`src/design/tgarle_pkg.sv`:
```
`timescale 1ns / 1ps
// ----------------------------------------------------------------------------
// tgarle_pkg
// Shared types and constants for the TGA run-length pixel decoder.
// ----------------------------------------------------------------------------
package tgarle_pkg;

  localparam int BYTE_W  = 8;
  localparam int COLOR_W = 32;
  localparam int FIRST_W = 24;
  localparam int COUNT_W = 8;
  localparam int BPP_W   = 3;
  localparam int IMG_W   = 25;
  localparam int CFG_W   = 25;
  localparam int CFG_IDX_W = 1;

  localparam logic [CFG_IDX_W-1:0] REG_BYTES_PER_PIXEL = 1'b0;
  localparam logic [CFG_IDX_W-1:0] REG_IMAGE_PIXELS    = 1'b1;

  localparam logic [BPP_W-1:0] BPP_RESET  = 3'd4;
  localparam logic [BPP_W-1:0] BPP_THREE  = 3'd3;
  localparam logic [IMG_W-1:0] IMG_RESET  = 25'd1;

  localparam logic [BYTE_W-1:0] RUN_MASK   = 8'h80;
  localparam logic [BYTE_W-1:0] COUNT_MASK = 8'h7F;

  localparam int QUEUE_DEPTH = 2;

  typedef enum logic [1:0] {
    PH_HEADER,
    PH_PIXEL,
    PH_FINISHED
  } phase_t;

  typedef struct packed {
    logic [COLOR_W-1:0] pixel_color;
    logic [FIRST_W-1:0] first_pixel;
    logic [COUNT_W-1:0] repeat_count;
    logic               status;
    logic               image_done;
  } result_t;

endpackage

```
`src/design/tgarle_front.sv`:
```
`timescale 1ns / 1ps
// ----------------------------------------------------------------------------
// tgarle_front
// Byte classifier and packet decoder: parses headers, gathers pixel bytes and
// produces one result per completed pixel or oversized packet.
// ----------------------------------------------------------------------------
module tgarle_front #(
  parameter int MAX_PIXELS_LOG2 = 24
) (
  input  logic                                clk,
  input  logic                                rst,
  input  logic                                cfg_write,
  input  logic [tgarle_pkg::CFG_IDX_W-1:0]    cfg_index,
  input  logic [tgarle_pkg::CFG_W-1:0]        cfg_data,
  input  logic                                take,
  input  logic [tgarle_pkg::BYTE_W-1:0]       data_byte,
  output logic                                push,
  output tgarle_pkg::result_t                 res
);

  localparam int RW = MAX_PIXELS_LOG2 + 1;
  localparam int IW = MAX_PIXELS_LOG2;
  localparam int EW = (RW > tgarle_pkg::IMG_W) ? RW : tgarle_pkg::IMG_W;

  logic [tgarle_pkg::BPP_W-1:0]   bpp;
  logic [tgarle_pkg::IMG_W-1:0]   img;
  tgarle_pkg::phase_t             phase, phase_next;
  logic                           run_packet, run_packet_next;
  logic [tgarle_pkg::COUNT_W-1:0] left, left_next;
  logic [1:0]                     bip, bip_next;
  logic [tgarle_pkg::COLOR_W-1:0] color, color_next;
  logic [RW-1:0]                  remaining, remaining_next;
  logic [IW-1:0]                  pix_index, pix_index_next;

  logic [tgarle_pkg::IMG_W-1:0]   img_sel;
  logic [EW-1:0]                  img_ext, cap_ext, init_ext;
  logic [RW-1:0]                  remaining_init;
  logic [tgarle_pkg::COUNT_W-1:0] hcount, pcount;
  logic                           oversize, complete, done;
  logic [1:0]                     size_code, bip_inc;
  logic [tgarle_pkg::COLOR_W-1:0] color_acc;
  logic [RW-1:0]                  rem_sub;
  logic [tgarle_pkg::COUNT_W-1:0] left_sub;

  assign img_sel = (cfg_index == tgarle_pkg::REG_IMAGE_PIXELS)
                   ? cfg_data[tgarle_pkg::IMG_W-1:0] : img;
  assign img_ext = EW'(img_sel);
  assign cap_ext = EW'(1) << MAX_PIXELS_LOG2;
  assign init_ext = (img_ext > cap_ext) ? cap_ext : img_ext;
  assign remaining_init = RW'(init_ext);

  assign hcount    = (data_byte & tgarle_pkg::COUNT_MASK) + 8'd1;
  assign oversize  = RW'(hcount) > remaining;
  assign size_code = (bpp == tgarle_pkg::BPP_THREE) ? 2'd3 : 2'd0;
  assign bip_inc   = bip + 2'd1;
  assign complete  = (bip_inc == size_code);
  assign color_acc = color | (tgarle_pkg::COLOR_W'(data_byte) << {bip, 3'b000});
  assign pcount    = run_packet ? left : 8'd1;
  assign rem_sub   = remaining - RW'(pcount);
  assign left_sub  = left - pcount;
  assign done      = (rem_sub == '0);

  always_comb begin
    phase_next = phase;
    case (phase)
      tgarle_pkg::PH_HEADER: begin
        if (take) begin
          phase_next = oversize ? tgarle_pkg::PH_FINISHED : tgarle_pkg::PH_PIXEL;
        end
      end
      tgarle_pkg::PH_PIXEL: begin
        if (take && complete) begin
          if (done) begin
            phase_next = tgarle_pkg::PH_FINISHED;
          end else if (left_sub == '0) begin
            phase_next = tgarle_pkg::PH_HEADER;
          end
        end
      end
      tgarle_pkg::PH_FINISHED: phase_next = tgarle_pkg::PH_FINISHED;
      default: phase_next = tgarle_pkg::PH_FINISHED;
    endcase
  end

  always_comb begin
    push            = 1'b0;
    res             = '0;
    run_packet_next = run_packet;
    left_next       = left;
    bip_next        = bip;
    color_next      = color;
    remaining_next  = remaining;
    pix_index_next  = pix_index;
    res.first_pixel = tgarle_pkg::FIRST_W'(pix_index);
    case (phase)
      tgarle_pkg::PH_HEADER: begin
        if (take) begin
          if (oversize) begin
            push             = 1'b1;
            res.repeat_count = hcount;
            res.status       = 1'b1;
            res.image_done   = 1'b1;
          end else begin
            run_packet_next = (data_byte & tgarle_pkg::RUN_MASK) != '0;
            left_next       = hcount;
            bip_next        = 2'd0;
            color_next      = '0;
          end
        end
      end
      tgarle_pkg::PH_PIXEL: begin
        if (take) begin
          if (complete) begin
            push             = 1'b1;
            res.pixel_color  = color_acc;
            res.repeat_count = pcount;
            res.image_done   = done;
            remaining_next   = rem_sub;
            pix_index_next   = pix_index + IW'(pcount);
            left_next        = left_sub;
            bip_next         = 2'd0;
            color_next       = '0;
          end else begin
            bip_next   = bip_inc;
            color_next = color_acc;
          end
        end
      end
      default: begin
        push = 1'b0;
      end
    endcase
  end

  always_ff @(posedge clk) begin
    if (rst) begin
      bpp        <= tgarle_pkg::BPP_RESET;
      img        <= tgarle_pkg::IMG_RESET;
      phase      <= tgarle_pkg::PH_HEADER;
      run_packet <= 1'b0;
      left       <= '0;
      bip        <= '0;
      color      <= '0;
      remaining  <= RW'(1);
      pix_index  <= '0;
    end else if (cfg_write) begin
      if (cfg_index == tgarle_pkg::REG_BYTES_PER_PIXEL) begin
        bpp <= cfg_data[tgarle_pkg::BPP_W-1:0];
      end else begin
        img <= cfg_data[tgarle_pkg::IMG_W-1:0];
      end
      phase      <= (remaining_init == '0) ? tgarle_pkg::PH_FINISHED
                                            : tgarle_pkg::PH_HEADER;
      run_packet <= 1'b0;
      left       <= '0;
      bip        <= '0;
      color      <= '0;
      remaining  <= remaining_init;
      pix_index  <= '0;
    end else begin
      phase      <= phase_next;
      run_packet <= run_packet_next;
      left       <= left_next;
      bip        <= bip_next;
      color      <= color_next;
      remaining  <= remaining_next;
      pix_index  <= pix_index_next;
    end
  end

  assert property (@(posedge clk) disable iff (rst)
    (phase == tgarle_pkg::PH_PIXEL) |-> (RW'(left) <= remaining && left != '0))
    else $error("packet pixels exceed image pixels left");

endmodule

```
`src/design/tgarle_queue.sv`:
```
`timescale 1ns / 1ps
// ----------------------------------------------------------------------------
// tgarle_queue
// Short result queue between the decoder and the output stage.
// ----------------------------------------------------------------------------
module tgarle_queue (
  input  logic                clk,
  input  logic                rst,
  input  logic                push,
  input  tgarle_pkg::result_t push_data,
  output logic                full,
  input  logic                pop,
  output logic                head_valid,
  output tgarle_pkg::result_t head_data
);

  localparam int PW = $clog2(tgarle_pkg::QUEUE_DEPTH);
  localparam int CW = $clog2(tgarle_pkg::QUEUE_DEPTH + 1);

  tgarle_pkg::result_t slots [tgarle_pkg::QUEUE_DEPTH];
  logic [PW-1:0] wr_ptr, rd_ptr;
  logic [CW-1:0] count;

  assign full       = (count == CW'(tgarle_pkg::QUEUE_DEPTH));
  assign head_valid = (count != '0);
  assign head_data  = slots[rd_ptr];

  always_ff @(posedge clk) begin
    if (push) begin
      slots[wr_ptr] <= push_data;
    end
  end

  always_ff @(posedge clk) begin
    if (rst) begin
      wr_ptr <= '0;
      rd_ptr <= '0;
      count  <= '0;
    end else begin
      if (push) begin
        wr_ptr <= (wr_ptr == PW'(tgarle_pkg::QUEUE_DEPTH - 1)) ? '0 : wr_ptr + 1'b1;
      end
      if (pop) begin
        rd_ptr <= (rd_ptr == PW'(tgarle_pkg::QUEUE_DEPTH - 1)) ? '0 : rd_ptr + 1'b1;
      end
      count <= count + CW'(push) - CW'(pop);
    end
  end

  assert property (@(posedge clk) disable iff (rst) push |-> !full)
    else $error("queue overflow");
  assert property (@(posedge clk) disable iff (rst) pop |-> head_valid)
    else $error("queue underflow");

endmodule

```
`src/design/tgarle_back.sv`:
```
`timescale 1ns / 1ps
// ----------------------------------------------------------------------------
// tgarle_back
// Output stage: drains the result queue into the registered result channel.
// ----------------------------------------------------------------------------
module tgarle_back (
  input  logic                clk,
  input  logic                rst,
  input  logic                head_valid,
  input  tgarle_pkg::result_t head_data,
  output logic                pop,
  output logic                out_valid,
  input  logic                out_stall,
  output tgarle_pkg::result_t out_data
);

  assign pop = head_valid && (!out_valid || !out_stall);

  always_ff @(posedge clk) begin
    if (rst) begin
      out_valid <= 1'b0;
    end else if (!out_valid || !out_stall) begin
      out_valid <= head_valid;
    end
  end

  always_ff @(posedge clk) begin
    if (pop) begin
      out_data <= head_data;
    end
  end

  assert property (@(posedge clk) disable iff (rst)
    out_valid |-> (!out_data.status || out_data.image_done))
    else $error("error result without image done");
  assert property (@(posedge clk) disable iff (rst)
    out_valid |-> (out_data.repeat_count != '0))
    else $error("zero repeat count");

endmodule

```
`src/design/tga_rle_pixel_decoder_top.sv`:
```
`timescale 1ns / 1ps
// ----------------------------------------------------------------------------
// tga_rle_pixel_decoder_top
// TGA run-length pixel decoder: one stream byte in, one result per pixel, run
// or oversized packet out.
//
//   channel  | handshake              | payload
//   ---------+------------------------+---------------------------------------
//   input    | in_valid / in_stall    | data_byte
//   output   | out_valid / out_stall  | pixel_color, first_pixel,
//            |                        | repeat_count, status, image_done
//   config   | cfg_write              | cfg_index, cfg_data
//
// One byte per cycle is accepted while in_stall is low; the decoder updates all
// packet state in the cycle of the transfer. Results pass through the queue
// into the output register. A two-entry queue decouples the decoder from the
// output register, so a stalled output fills the queue before in_stall rises.
// Synchronous reset restores bytes_per_pixel 4 and image_pixels 1.
// ----------------------------------------------------------------------------
module tga_rle_pixel_decoder_top #(
  parameter int MAX_PIXELS_LOG2 = 24
) (
  input  logic                             clk,
  input  logic                             rst,
  input  logic                             cfg_write,
  input  logic [tgarle_pkg::CFG_IDX_W-1:0] cfg_index,
  input  logic [tgarle_pkg::CFG_W-1:0]     cfg_data,
  input  logic                             in_valid,
  output logic                             in_stall,
  input  logic [tgarle_pkg::BYTE_W-1:0]    data_byte,
  output logic                             out_valid,
  input  logic                             out_stall,
  output logic [tgarle_pkg::COLOR_W-1:0]   pixel_color,
  output logic [tgarle_pkg::FIRST_W-1:0]   first_pixel,
  output logic [tgarle_pkg::COUNT_W-1:0]   repeat_count,
  output logic                             status,
  output logic                             image_done
);

  logic                take, push, full, pop, head_valid;
  tgarle_pkg::result_t res, head_data, out_data;

  assign in_stall = full;
  assign take     = in_valid && !full;

  tgarle_front #(
    .MAX_PIXELS_LOG2(MAX_PIXELS_LOG2)
  ) u_front (
    .clk       (clk),
    .rst       (rst),
    .cfg_write (cfg_write),
    .cfg_index (cfg_index),
    .cfg_data  (cfg_data),
    .take      (take),
    .data_byte (data_byte),
    .push      (push),
    .res       (res)
  );

  tgarle_queue u_queue (
    .clk        (clk),
    .rst        (rst),
    .push       (push),
    .push_data  (res),
    .full       (full),
    .pop        (pop),
    .head_valid (head_valid),
    .head_data  (head_data)
  );

  tgarle_back u_back (
    .clk        (clk),
    .rst        (rst),
    .head_valid (head_valid),
    .head_data  (head_data),
    .pop        (pop),
    .out_valid  (out_valid),
    .out_stall  (out_stall),
    .out_data   (out_data)
  );

  assign pixel_color  = out_data.pixel_color;
  assign first_pixel  = out_data.first_pixel;
  assign repeat_count = out_data.repeat_count;
  assign status       = out_data.status;
  assign image_done   = out_data.image_done;

endmodule
```
`config.mk`:
```
export PLATFORM = sky130hd
export DESIGN_NAME = tga_rle_pixel_decoder_top
export DESIGN_NICKNAME = d
export VERILOG_FILES = /design/src/design/tgarle_pkg.sv /design/src/design/tgarle_front.sv /design/src/design/tgarle_queue.sv /design/src/design/tgarle_back.sv /design/src/design/tga_rle_pixel_decoder_top.sv
export SDC_FILE = /design/constraint.sdc
export NUM_CORES = 1
export LEC_CHECK = 0
export BUFFER_PORTS_ARGS = -buffer_cell sky130_fd_sc_hd__buf_2
export CORE_UTILIZATION = 30
export CTS_CLUSTER_SIZE = 10
export DETAILED_ROUTE_END_ITERATION = 6
export GPL_TIMING_DRIVEN = 0
export PLACE_DENSITY = 0.54
export SETUP_SLACK_MARGIN = 0.15
export SYNTH_ARGS = -nofsm -noshare
export SYNTH_HDL_FRONTEND = slang
export SYNTH_SLANG_ARGS = --single-unit
```
`constraint.sdc`:
```
create_clock -name clk -period 8.85 [get_ports clk]
set_input_delay 0.885 -clock clk [delete_from_list [all_inputs] [get_ports clk]]
set_output_delay 0.885 -clock clk [all_outputs]
set_load 0.05 [all_outputs]
```
* Word-level counts from Yosys, hierarchy flattened
Memory sizes are Yosys's and may differ from the RTL's. A register that Yosys moved wholly into a read port is not among the register bits.
Index checks and enable logic that the tools add are counted.
** Word-level totals
- Bits in registers :: 127
- Input port bits :: 39
- Word-level logic and storage cells :: 116
- Memories :: 1
- Memory bits (writable) :: 132
** Operators by class
- Equality and inequality tests :: 11
- Add/subtract/negate cells :: 9
- Bitwise operators :: 3
- Shift-type cells :: 1
- Magnitude comparators :: 2
- Reduce and logical (&&, ||, !) cells :: 24
- Muxes and demuxes :: 52
** Memory list
- u_queue.slots :: depth 2, width 66, read ports 1, clocked after Yosys merged registers in 1, wr ports 1, RTL line tgarle_queue.sv:20 : tgarle_pkg::result_t slots [tgarle_pkg::QUEUE_DEPTH];
** Operators by type and width (number)
- 32-bit two-way mux :: 7
- 25-bit two-way mux :: 6
- 32-bit one-hot mux with 2 select lines :: 1
- 8-bit two-way mux :: 7
- 25-bit logical NOT :: 2
- 32-bit OR :: 1
- 8-bit one-hot mux with 2 select lines :: 2
- 8-bit by 5-bit left shift with 32-bit output :: 1
- 25-bit > comparator, second input constant :: 1
- 8-bit by 25-bit > comparator with 1-bit output :: 1
- 25-bit by 8-bit subtractor with 25-bit output :: 1
- 24-bit by 8-bit adder with 24-bit output :: 1
- 2-bit two-way mux :: 12
- 10-bit two-way mux :: 2
- 3-bit AND reduction :: 4
- 1-bit two-way mux :: 11
- 2-bit nonzero test :: 5
- 7-bit by 1-bit adder with 8-bit output, second input constant :: 1
- 8-bit logical NOT :: 1
- 2-bit one-hot mux with 2 select lines :: 2
- 8-bit subtractor :: 1
- 2-bit by 1-bit != test with 1-bit output, second input constant :: 3
- 3-bit by 2-bit != test with 1-bit output, second input constant :: 2
- 5-bit AND reduction :: 1
- 19 further kinds :: 26

* Logic depth before layout (Yosys ltp)
Gate-level depths: netlist of the first run.
- Depth in word-level cells :: 8
- Depth in mapped cells :: 15
- Gate-level depth less buffers :: 14

* By module
From an unflattened synthesis of the first run, not the netlist that was laid out.
** Second synthesis, totals
- Cells, all modules :: 1266
- Area total of the unflattened synthesis :: 14772.9 um^2
** By module, submodules not included
- tgarle_front :: cells each 969, instances 1, sequential area each 2442.3 um^2, area an instance 7598.5 um^2
- tgarle_queue :: cells each 226, instances 1, sequential area each 4063.9 um^2, area an instance 5142.4 um^2
- tgarle_back :: cells each 70, instances 1, sequential area each 2001.9 um^2, area an instance 2018.2 um^2
- tga_rle_pixel_decoder_top :: cells each 1, instances 1, sequential area each 0.0 um^2, area an instance 13.8 um^2

* Worst setup path before layout of the first run
OpenSTA, ideal clock, no wires.
- Path type :: input to register
- From :: input data_byte[4] in the netlist's numbering
- To :: memory u_queue.slots[0][0] in the netlist's numbering, enable pin
- Slack :: 2468 ps
- Setup time :: 498 ps
- Path buffers :: 1
- Required time :: 8352 ps
- Stages on the path :: 11
- Arrival :: 5884 ps
- Cells stage by stage :: clkbuf_1 and3_1 and3_1 xnor2_1 inv_1 ha_1 nand3_1 a211oi_1 o311ai_4 a21oi_1 nor2b_1
** On the way
- Cells in the longest elaborated chain, start to end :: 7
** Ends and longest elaborated chain
- from (decl) :: RTL line tga_rle_pixel_decoder_top.sv:30 : input logic [tgarle_pkg::BYTE_W-1:0] data_byte,
- 7-bit by 1-bit adder with 8-bit output :: RTL line tgarle_front.sv:52 : assign hcount = (data_byte & tgarle_pkg::COUNT_MASK) + 8'd1;
- 8-bit by 25-bit > comparator with 1-bit output :: RTL line tgarle_front.sv:53 : assign oversize = RW'(hcount) > remaining;
- 1-bit two-way mux :: RTL line tgarle_front.sv:98 : if (oversize) begin
- 1-bit two-way mux :: RTL line tgarle_front.sv:97 : if (take) begin
- 1-bit one-hot mux with 2 select lines :: RTL line tgarle_front.sv:95 : case (phase)
- 1-bit two-way mux :: RTL line tgarle_queue.sv:29 : if (push) begin
- 1-bit two-way mux (implied by the code) :: RTL line tgarle_queue.sv:30 : slots[wr_ptr] <= push_data;
- to (decl) :: RTL line tgarle_queue.sv:20
No other way between the ends.

==> results of run 1 <==
layout by cell type, fill, tap and decap left out, drive strengths merged, types with 9 or more instances in the layout:
cell type | Yosys | layout
dfxtp | 127 | 127
a31oi | 34 | 34
mux2i | 35 | 35
nor2 | 140 | 140
nor2b | 12 | 12
nand4 | 13 | 13
nand2b | 9 | 9
ha | 29 | 29
nor3 | 29 | 29
a211oi | 14 | 14
xor2 | 17 | 17
mux2 | 68 | 68
xnor2 | 24 | 24
o21a | 15 | 15
a21oi | 99 | 99
or4 | 11 | 11
inv | 40 | 42
o22ai | 28 | 28
o21ai | 24 | 24
buf | 29 | 137
nor4 | 19 | 19
o211ai | 10 | 10
clkbuf | 49 | 116
edfxtp | 198 | 198
nand2 | 93 | 93
nand3 | 30 | 30
layout make-up:
type,count,area (um^2)
Fill cell,4740,30600
Sequential cell,325,8488
Multi-Input combinational cell,844,5579
Clock buffer,67,1134
Tap cell,615,769.5
Timing Repair Buffer,108,623.1
Buffer,78,340.3
Inverter,40,150.1
Clock inverter,7,65.06
power by group through the flow:
stage | Clock [W] | Combinational (W) | Sequential (W)
2_1_floorplan | 0 | 0.000524 | 0.00233
3_3_place_gp | 0 | 0.00119 | 0.00198
3_5_place_dp | 0 | 0.00124 | 0.00194
4_1_cts | 0.00155 | 0.00124 | 0.00191
5_1_grt | 0.00161 | 0.00131 | 0.00192
6_report | 0.00151 | 0.00122 | 0.00190
metrics by stage:
stage / worst slack (ps) / cells
after floorplan: 2468 / 1287
after global placement: -289.0 / 2005
after detailed placement: 3906 / 2010
after CTS: 4389 / 2084
after global routing: 4042 / 2084
final: 4305 / 2084
worst max path at each step:
| stage | cells after the start | startpoint | slack, ps | to |
|---|---|---|---|---|
| floorplan | 11 | data_byte[4] | 2470 | u_queue.slots[0][0] |
| global placement | 11 | data_byte[4] | -290 | u_queue.slots[0][26] |
| detailed placement | 12 | data_byte[4] | 3910 | u_queue.slots[0][27] |
| CTS | 11 | u_front.run_packet | 4390 | u_queue.slots[0][0] |
| global route | 11 | u_front.run_packet | 4040 | u_queue.slots[1][0] |
| finish | 11 | u_front.run_packet | 4300 | u_queue.slots[1][0] |
registers in the layout (all words and copies together) (netlist names), 3 cells and up:
signal / flops
u_back.out_data: 66
u_front.bpp: 3
u_front.color: 32
u_front.img: 25
u_front.left: 8
u_front.pix_index: 24
u_front.remaining: 25
u_queue.slots: 132
critical path: cells and delay by family (launching register included):
| family | cells | cell delay [ps] |
|---|---|---|
| flip-flops | 1 | 330 |
| AO/OA/AOI/OAI | 5 | 2020 |
| adder cells (fa/ha/maj) | 1 | 420 |
| buffers and inverters | 2 | 830 |
| AND/OR/NAND/NOR | 3 | 660 |
cell usage after synthesis (all sizes together) (17+ instances only):
master / n
edfxtp: 198
nor2: 140
dfxtp: 127
a21oi: 99
nand2: 93
mux2: 68
clkbuf: 49
inv: 40
mux2i: 35
a31oi: 34
nand3: 30
buf: 29
ha: 29
nor3: 29
o22ai: 28
o21ai: 24
xnor2: 24
nor4: 19
xor2: 17
cells by family after synthesis:
family	Yosys count	share of synthesized area
xor+xnor	41	0.02470
fa+ha+maj	31	0.02772
flops	325	0.5839
compound gates	276	0.1227
buf+inv	118	0.03374
simple gates	393	0.1305
mux	103	0.07678
per-layer routing:
| layer | vias to the layer above | part of all wire |
|---|---|---|
| met5 | - | 0.00071 |
| met4 | 4 | 0.028 |
| li1 | 5070 | - |
| met3 | 67 | 0.055 |
| met2 | 280 | 0.46 |
| met1 | 5121 | 0.45 |
==> impl_metrics.py, run 1 <==
metrics = {
    "flow_run": {
        "drv_cap": 0,
    },
    "routing": {
        "wire_per_inst_um": 18.14,
        "drc_errors": 0,
        "via_count": 10540,
        "wirelength_mm": 37.81,
        "drt_iter0_drc": 562,
        "vias_per_cell": 5.059,
        "firstDrtPassIters": 5,
        "ant_nets": 0,
    },
    "timing": {
        "period_share": 0.5136,
        "fmax_mhz": 220.0,
        "period_needed_ps": 4545,
        "setup_viol": 0,
        "holdWs_ps": 466.3,
        "fin_worst_skew_ps": 26.12,
        "rsz0062_at_grt": "false",
        "slew_violations": 0,
        "hold_violations": 0,
        "tightestPinTransition_ps": 1080,
        "slew_headroom": 0.2736,
        "fin_setup_tns_ps": 0,
    },
    "min_path": {
        "worstHoldPathCells": 2,
        "hold_path_end": "u_front.color[13]",
        "hold_path.startpoint": "u_front.color[13]",
        "worstHoldPathType": "flip-flop to flip-flop",
    },
    "finish": {
        "fin_area_um2": 17150,
        "final_util": 0.3592,
        "diodes": 0,
        "nets": 1507,
        "area_delta_synth_final_pct": 17.97,
        "layout-drive-gt1-share": 0.1763,
    },
    "worst_setup_path": {
        "cp_cell_sequence": "clkbuf_1 > buf_1 > nand2_1 > ha_1 > a21oi_1 > o21ai_1 > o21a_1 > a2111oi_0 > and4b_1 > nand4_1 > o31ai_1",
        "cp_slowest_cell": "o31ai_1",
        "crit_required_ps": 9130,
        "critPathArrivalTime_ps": 4820,
        "r2r_cells": 11,
        "cp_max_fo": 10,
        "worst_path_largest_cell_delay_ps": 530,
        "critPathKind": "flip-flop to flip-flop",
        "start_kind": "flip-flop",
        "worstSetupEndpointType": "flip-flop",
        "reg2reg_slack_ps": 4300,
        "r2r-end": "u_queue.slots[1][0]",
        "rr_startpoint": "u_front.run_packet",
    },
    "global_route": {
        "grt_usage": 0.1535,
        "met2_usage": 0.2476,
        "grtUsageMet1": 0.2023,
        "gr-total-overflow": 0,
        "grt_pass1_vias": 10400,
        "grt_pass1_wl_mm": 59.31,
        "grt_util_met3": 0.03194,
        "grt_max_degree": 47,
        "grt_most_used_layer": "met2",
        "antenna_found_initial": 2,
    },
    "cts": {
        "cts_post_setup_buffers_inserted": 0,
        "holdBufCountCts": 0,
        "clkLatencyLatePin_ps": 570,
        "cts_buffer_depth": 3,
        "path_clk_slew_ps": 60,
        "tritoncts": "done",
        "cts_num_sinks": 325,
        "cts_made_buffers": 40,
        "cts_root_buf": "clkbuf_16",
        "cts-htree-levels": 2,
        "post_cts_resized": 0,
    },
    "floorplan": {
        "initial_core_util": 0.3045,
        "die_h_um": 222.1,
        "num_rows": 80,
        "core_um2": 47750,
        "ioPinCount": 107,
        "fp.dieArea_um2": 49340,
        "die_w_um": 222.1,
    },
    "logic_synthesis": {
        "synth_area_leaders": "edfxtp_1 (41%), dfxtp_1 (17%), mux2_2 (5.3%)",
        "synth_warnings": 0,
        "async_flop_share": 0,
        "synth_seq_area_share": 0.5839,
        "synth_cells": 1287,
        "synth_edf_count": 198,
        "syn_area_per_cell_um2": 11.29,
        "synth_top_cell_area_share": 0.4090,
        "synth_flop_cell": "edfxtp_1",
        "syn-cell-area_um2": 14540,
        "synth_top_cell_by_area": "edfxtp_1",
        "ys_types": 72,
        "ys_seq_elements": 325,
        "synth_nets": 1357,
    },
    "power_and_ir_drop": {
        "cell_internal_pwr_w": 0.003085,
        "leakagePower_nw": 6.103,
        "powerDensity_nw_per_um2": 270.5,
        "combPwrFrac": 0.264,
        "ir_worst_vdd_uv": 139.8,
        "power_switching_w": 0.001555,
        "clock_power_share": 0.326,
        "total_power_w": 0.004640,
        "switching_share": 0.3352,
        "sequentialPowerShare": 0.410,
    },
    "place": {
        "place_area_um2": 15950,
        "dp_hpwl_mm": 27.07,
        "port_buffers": 103,
        "place_congestion": 0.8610,
    },
    "run_status": {
        "outcome": "finished, final reports clean",
    },
}
No activity file was read; power rests on OpenSTA's default activity.
==> run 2, diff against run 1 <==
- ABC_AREA: not set -> 1
- PLACE_DENSITY: 0.54 -> 0.56
- clock period: 8.85 -> 3.74 ns (I/O delays scaled with it)
==> run 2 against run 1 <==
Compared with the run above:
- via count increased by 11%
- largest cell class unchanged
- first-iteration DRC count is 38% higher
- setup slack worse by 3800 ps
- cell area grew 4.6%
- worst hold slack got worse by 380 ps
- power increased to 2.6 times the previous value
- synthesized cell count up 29%
- critical path depth grew 5
- critical endpoint unchanged
- sequential power rose by 150%
- largest power group unchanged
==> impl_metrics.py, run 2 <==
metrics = {
    "routing": {
        "ant_nets": 0,
        "vias_per_cell": 4.653,
        "drt_iter0_drc": 773,
        "wire_per_inst_um": 16.29,
        "drc_errors": 0,
        "highest_layer": "met4",
        "wl_met1_mm": 18.45,
        "via_count": 11730,
        "wirelength_mm": 41.05,
        "wl_met3_mm": 2.147,
        "firstDrtPassIters": 5,
        "wl_met2_mm": 19.24,
    },
    "worst_setup_path": {
        "start_kind": "flip-flop",
        "cp_top_family": "simple AND/OR/NAND/NOR gates",
        "crit_start": "u_front.run_packet",
        "r2r-end": "u_queue.slots[1][0]",
        "worst_path_largest_cell_delay_ps": 410,
        "crit_required_ps": 4110,
        "critPathKind": "flip-flop to flip-flop",
        "r2r_cells": 16,
        "worstSetupEndpointType": "flip-flop",
        "reg2reg_slack_ps": 460,
        "rr_startpoint": "u_front.run_packet",
        "cp_slowest_cell": "fa_1",
        "cp_cell_sequence": "inv_2 > or2_2 > ha_1 > fa_1 > inv_1 > nand2_1 > nand2_1 > nand3_1 > nand2_1 > nand2_1 > nand2_1 > and3_1 > nand4_1 > nor3_1 > nand3b_1 > o21ai_2",
        "critPathArrivalTime_ps": 3650,
        "path_buf_inv": 2,
        "cpMostUsedCell": "nand2_1",
        "cp_max_fo": 5,
    },
    "min_path": {
        "worstHoldPathType": "input port to flip-flop",
        "hold_path_end": "u_front.bpp[2]",
        "worstHoldPathCells": 3,
        "hold_path.startpoint": "cfg_data[2]",
    },
    "run_status": {
        "outcome": "finished, final reports clean",
    },
    "power_and_ir_drop": {
        "sequentialPowerShare": 0.388,
        "switching_share": 0.3769,
        "total_power_w": 0.01207,
        "ir_worst_vdd_uv": 406.6,
        "leakagePower_nw": 7.262,
        "combPwrFrac": 0.320,
        "powerDensity_nw_per_um2": 673.1,
        "clock_power_share": 0.292,
        "power_switching_w": 0.004550,
        "cell_internal_pwr_w": 0.007521,
    },
    "cts": {
        "cts_buffer_depth": 3,
        "path_clk_slew_ps": 50,
        "tritoncts": "done",
        "cts_num_sinks": 325,
        "cts-htree-levels": 2,
        "cts_made_buffers": 39,
        "holdBufCountCts": 0,
        "cts_root_buf": "clkbuf_16",
        "clkLatencyLatePin_ps": 530,
    },
    "finish": {
        "area_delta_synth_final_pct": 18.41,
        "final_cell_mix": "nand2_1 (454), edfxtp_1 (198), inv_1 (180), nor2_1 (172), dfxtp_1 (126)",
        "seq_area_um2": 8489,
        "largest_register_ffs": 132,
        "layout-drive-gt1-share": 0.1487,
        "nFillCells": 5013,
        "reg_top3": "u_queue.slots (132), u_back.out_data (66), u_front.color (32)",
        "multi_input_area_um2": 5720,
        "final_common_cell": "nand2_1",
        "nets": 1897,
        "regMostFlops": "u_queue.slots",
        "diodes": 0,
    },
    "logic_synthesis": {
        "ys_types": 59,
        "synth_edf_count": 198,
        "synth_top_cell_by_area": "edfxtp_1",
        "synth_warnings": 0,
        "synth_seq_area_share": 0.5604,
        "syn-cell-area_um2": 15150,
        "async_flop_share": 0,
        "synth_cells": 1666,
        "synth_top_cells_by_count": "nand2_1 (456), edfxtp_1 (198), inv_1 (182)",
        "syn_area_per_cell_um2": 9.091,
        "synth_flop_cell": "edfxtp_1",
        "ys_seq_elements": 325,
        "synth_area_leaders": "edfxtp_1 (39%), dfxtp_1 (17%), nand2_1 (11%)",
        "synth_nets": 1736,
        "synth_top_cell_area_share": 0.3926,
        "synth.most_common_cell": "nand2_1",
    },
    "place": {
        "port_buffers": 105,
        "place_congestion": 0.8783,
        "dp_hpwl_mm": 29.64,
    },
    "timing": {
        "fmax_mhz": 304.9,
        "setup_viol": 0,
        "period_needed_ps": 3280,
        "slew_headroom": 0.08457,
        "fin_setup_tns_ps": 0,
        "rsz0062_at_grt": "false",
        "hold_violations": 0,
        "period_share": 0.8769,
        "tightestPinTransition_ps": 1368,
        "slew_violations": 0,
        "fin_worst_skew_ps": 13.42,
    },
    "global_route": {
        "antenna_found_initial": 0,
        "grt_usage": 0.1597,
        "grt_max_degree": 67,
        "grt_pass1_vias": 11300,
        "gr-total-overflow": 0,
        "grt_pass1_wl_mm": 62.94,
    },
    "flow_run": {
        "drv_cap": 0,
    },
    "floorplan": {
        "core_um2": 49360,
        "die_h_um": 226.7,
        "ioPinCount": 107,
        "num_rows": 81,
        "die_w_um": 226.7,
        "initial_core_util": 0.3069,
        "fp.dieArea_um2": 51390,
    },
}
==> run 2: how the worst max path moves through the flow <==
stage                     slack [ps]                    to  cells after the start
after global routing             200      u_queue.count[1]                     19
after CTS                        200   u_queue.slots[1][3]                     15
after floorplan                 -520   u_queue.slots[1][0]                     14
after detailed placement        -550  u_queue.slots[1][43]                     15
final                            460   u_queue.slots[1][0]                     16
after global placement         -2680  u_queue.slots[1][18]                     14
==> run 2: metal layers <==
| metal | vias up | track usage |
|---|---|---|
| li1 | 5907 | - |
| met1 | 5511 | 0.2006 |
| met2 | 243 | 0.2689 |
| met3 | 64 | 0.03291 |
| met4 | 0 | 0.05841 |
| met5 | - | 0 |
==> run 2: cells by family after synthesis <==
logic type | after synthesis | synth area share
buf+inv | 244 | 0.06667
mux | 4 | 0.002891
xor+xnor | 18 | 0.01041
compound gates | 240 | 0.1000
simple gates | 804 | 0.2330
fa+ha+maj | 31 | 0.02660
flops | 325 | 0.5604
==> run 2: repair_timing <==
action / 4_1_cts / 5_1_grt
resized for setup: 1 / 11
gates cloned: 2 / 0
endpoints found under the setup margin: 97 / 131
pin swaps: 2 / 2
setup buffers: 8 / 0
==> run 2: worst reg2reg max path: stages (launching register included) <==
cell and delay (ps):
dfxtp_2 360, inv_2 80, or2_2 350, ha_1 240, fa_1 410, inv_1 140
nand2_1 70, nand2_1 60, nand3_1 160, nand2_1 150, nand2_1 50, nand2_1 100
and3_1 190, nand4_1 100, nor3_1 180, nand3b_1 260, o21ai_2 210
==> run 2: power groups by stage <==
| stage | logic (W) | clock network (W) | registers [W] |
|---|---|---|---|
| 2_1_floorplan | 0.00167 | 0 | 0.00586 |
| 3_3_place_gp | 0.00374 | 0 | 0.00479 |
| 3_5_place_dp | 0.00384 | 0 | 0.00475 |
| 4_1_cts | 0.00389 | 0.00363 | 0.00469 |
| 5_1_grt | 0.00422 | 0.00378 | 0.00474 |
| 6_report | 0.00386 | 0.00353 | 0.00468 |
==> run 2: layout make-up <==
type,count,area share
clock inverter,3,0.003070
tap,664,0.04633
inverter,192,0.04033
clock buffer,67,0.06314
timing repair buffer,118,0.03865
sequential,325,0.4734
buffer,52,0.01612
multi-input combinational,1099,0.3190
==> run 2: per-stage QoR <==
step,cell area [um^2],hold slack [ps],utilization,instances,worst slack [ps]
4_1_cts,17890,66.53,0.3625,2520,203.5
2_1_floorplan,15150,423.1,-,1666,-515.8
3_3_place_gp,16510,437.1,0.3344,2435,-2679
3_5_place_dp,16630,451.0,0.3369,2440,-546.8
6_report,17930,90.63,0.3633,2520,460.5
5_1_grt,17930,83.14,0.3633,2520,203.1
==> run 3, diff against run 2 <==
- CORE_UTILIZATION: 30 -> 45
- GPL_TIMING_DRIVEN: 0 -> 1
- PLACE_DENSITY: 0.56 -> 0.71
- clock period: 3.74 -> 3.6 ns (I/O delays scaled with it)
==> run 3 against run 2 <==
Compared with the run above:
- sequential power up 4%
- non-clock buffer count down 38
- cell count down 11%
- die area down 33%
- clock-buffer cell count down 6
- global-route usage up 5.5 points
- clock power down 2%
- maximum frequency up 3.8%
- sequential cell count unchanged
- sequential share of layout area up 1.5 points
- power up 0.18%
==> impl_metrics.py, run 3 (synthesis results as in run 2) <==
metrics = {
    "cts": {
        "cts_post_setup_buffers_inserted": 0,
        "cts_buffer_depth": 3,
        "path_clk_slew_ps": 50,
        "cts-htree-levels": 2,
        "cts_made_buffers": 39,
        "cts_num_sinks": 325,
        "clkLatencyLatePin_ps": 520,
        "cts_root_buf": "clkbuf_16",
        "tritoncts": "done",
    },
    "min_path": {
        "hold_path_end": "u_front.bpp[2]",
        "worstHoldPathCells": 3,
        "hold_path.startpoint": "cfg_data[2]",
        "worstHoldPathType": "input port to flip-flop",
    },
    "power_and_ir_drop": {
        "clock_power_share": 0.287,
        "cell_internal_pwr_w": 0.007565,
        "ir_worst_vdd_uv": 416.1,
        "power_switching_w": 0.004527,
        "leakagePower_nw": 7.111,
        "sequentialPowerShare": 0.403,
        "powerDensity_nw_per_um2": 696.1,
        "switching_share": 0.3744,
        "combPwrFrac": 0.310,
    },
    "finish": {
        "final_cell_mix": "nand2_1 (454), edfxtp_1 (198), inv_1 (179), nor2_1 (170), dfxtp_1 (125)",
        "diodes": 0,
        "regMostFlops": "u_queue.slots",
        "reg_top3": "u_queue.slots (132), u_back.out_data (66), u_front.color (32)",
        "largest_register_ffs": 132,
        "final_cells": 2255,
        "area_delta_synth_final_pct": 14.70,
        "nets": 1857,
        "fin_area_um2": 17370,
        "final_common_cell": "nand2_1",
        "layout-drive-gt1-share": 0.1495,
        "final_util": 0.5286,
    },
    "routing": {
        "ant_nets": 0,
        "drc_errors": 0,
        "drt_iter0_drc": 915,
        "wire_per_inst_um": 15.93,
        "vias_per_cell": 5.147,
        "firstDrtPassIters": 5,
        "via_count": 11610,
        "wirelength_mm": 35.92,
    },
    "floorplan": {
        "ioPinCount": 107,
        "die_h_um": 185.5,
        "die_w_um": 185.5,
        "num_rows": 66,
        "core_um2": 32870,
        "fp.dieArea_um2": 34400,
        "initial_core_util": 0.4608,
    },
    "timing": {
        "rsz0062_at_grt": "false",
        "slew_violations": 0,
        "fin_worst_skew_ps": 16.93,
        "fin_setup_tns_ps": 0,
        "fmax_mhz": 316.5,
        "setup_viol": 0,
        "period_needed_ps": 3159,
        "hold_violations": 0,
        "timing.final.ws_setup_ps": 440.6,
        "period_share": 0.8776,
        "slew_headroom": 0.3565,
        "tightestPinTransition_ps": 964.2,
    },
    "worst_setup_path": {
        "worstSetupEndpointType": "flip-flop",
        "cp_top_family": "simple AND/OR/NAND/NOR gates",
        "cp_max_fo": 8,
        "r2r-end": "u_queue.slots[0][0]",
        "cpMostUsedCell": "nand2_1",
        "crit_required_ps": 3940,
        "path_buf_inv": 3,
        "cp_cell_sequence": "inv_1 > or2_2 > ha_1 > fa_1 > inv_1 > nand2_1 > nand3_1 > nand2_1 > nand2_1 > o21ai_0 > nand2_1 > inv_1 > nor4_1 > nand3b_1 > o21ai_0",
        "reg2reg_slack_ps": 440,
        "start_kind": "flip-flop",
        "r2r_cells": 15,
        "worst_path_largest_cell_delay_ps": 380,
        "rr_startpoint": "u_front.run_packet",
        "critPathArrivalTime_ps": 3500,
        "cp_slowest_cell": "dfxtp_2",
        "critPathKind": "flip-flop to flip-flop",
    },
    "place": {
        "dp_hpwl_mm": 25.25,
        "place_area_um2": 16250,
        "place_inst": 2188,
        "place_congestion": 0.8900,
        "pre_cts_ws_ps": 236.8,
        "port_buffers": 106,
    },
    "flow_run": {
        "drv_cap": 0,
    },
    "run_status": {
        "outcome": "finished, final reports clean",
    },
    "global_route": {
        "gr-total-overflow": 0,
        "grt_pass1_wl_mm": 57.97,
        "antenna_found_initial": 0,
        "grt_usage": 0.2148,
        "grt_max_degree": 67,
        "grt_pass1_vias": 11070,
    },
}
run 3: final cells by class:
cell class              instances  area [um^2]
fillers                      3021        15490
flip-flops and latches        325         8491
multi-input cells            1097         5732
clock buffers                  61         1069
repair buffers                132        750.7
inverters                     192        723.2
well taps                     442        553.0
clock inverters                 6        53.80
run 3: what timing repair did:
action / 4_1_cts / 5_1_grt
resized for setup: 0 / 1
endpoints found under the hold margin: 0 / 0
hold buffers: 0 / 0
endpoints found under the setup margin: 0 / 4
run 3: per-layer routing:
metal / track usage / part of all wire / vias up
li1: - / - / 5815
met2: 0.3534 / 0.47 / 317
met5: 0 / 0 / -
met3: 0.02817 / 0.047 / 69
met1: 0.2928 / 0.46 / 5405
met4: 0.06942 / 0.026 / 0
run 3: per-stage QoR:
| stage | hold WS [ps] | power (W) |
|---|---|---|
| after floorplan | 423.1 | 0.007828 |
| after global placement | 434.3 | 0.008665 |
| after detailed placement | 442.1 | 0.008715 |
| after CTS | 89.83 | 0.01219 |
| after global routing | 91.36 | 0.01276 |
| final | 96.90 | 0.01209 |
run 3: power by group through the flow:
stage	clock network, W	logic [W]	registers [W]
after floorplan	0	0.00175	0.00608
after global placement	0	0.00373	0.00494
after detailed placement	0	0.00376	0.00495
after CTS	0.00354	0.00378	0.00488
after global routing	0.00370	0.00413	0.00493
final	0.00347	0.00375	0.00488
run 3: worst max path at each step:
stage / startpoint / end / slack (ps) / depth (start not counted)
after floorplan: data_byte[0] / u_queue.slots[1][0] / 140 / 15
after global placement: data_byte[0] / u_queue.slots[1][22] / 330 / 16
after detailed placement: data_byte[0] / u_queue.slots[1][21] / 240 / 16
after CTS: u_front.run_packet / u_front.phase[1] / 440 / 20
after global routing: u_front.run_packet / u_front.phase[1] / 180 / 20
final: u_front.run_packet / u_queue.slots[0][0] / 440 / 15
run 3: worst min-delay path: cells and delay by family:
family / cells / cell delay [ps]
buf+inv: 1 / 100
simple gates: 2 / 120
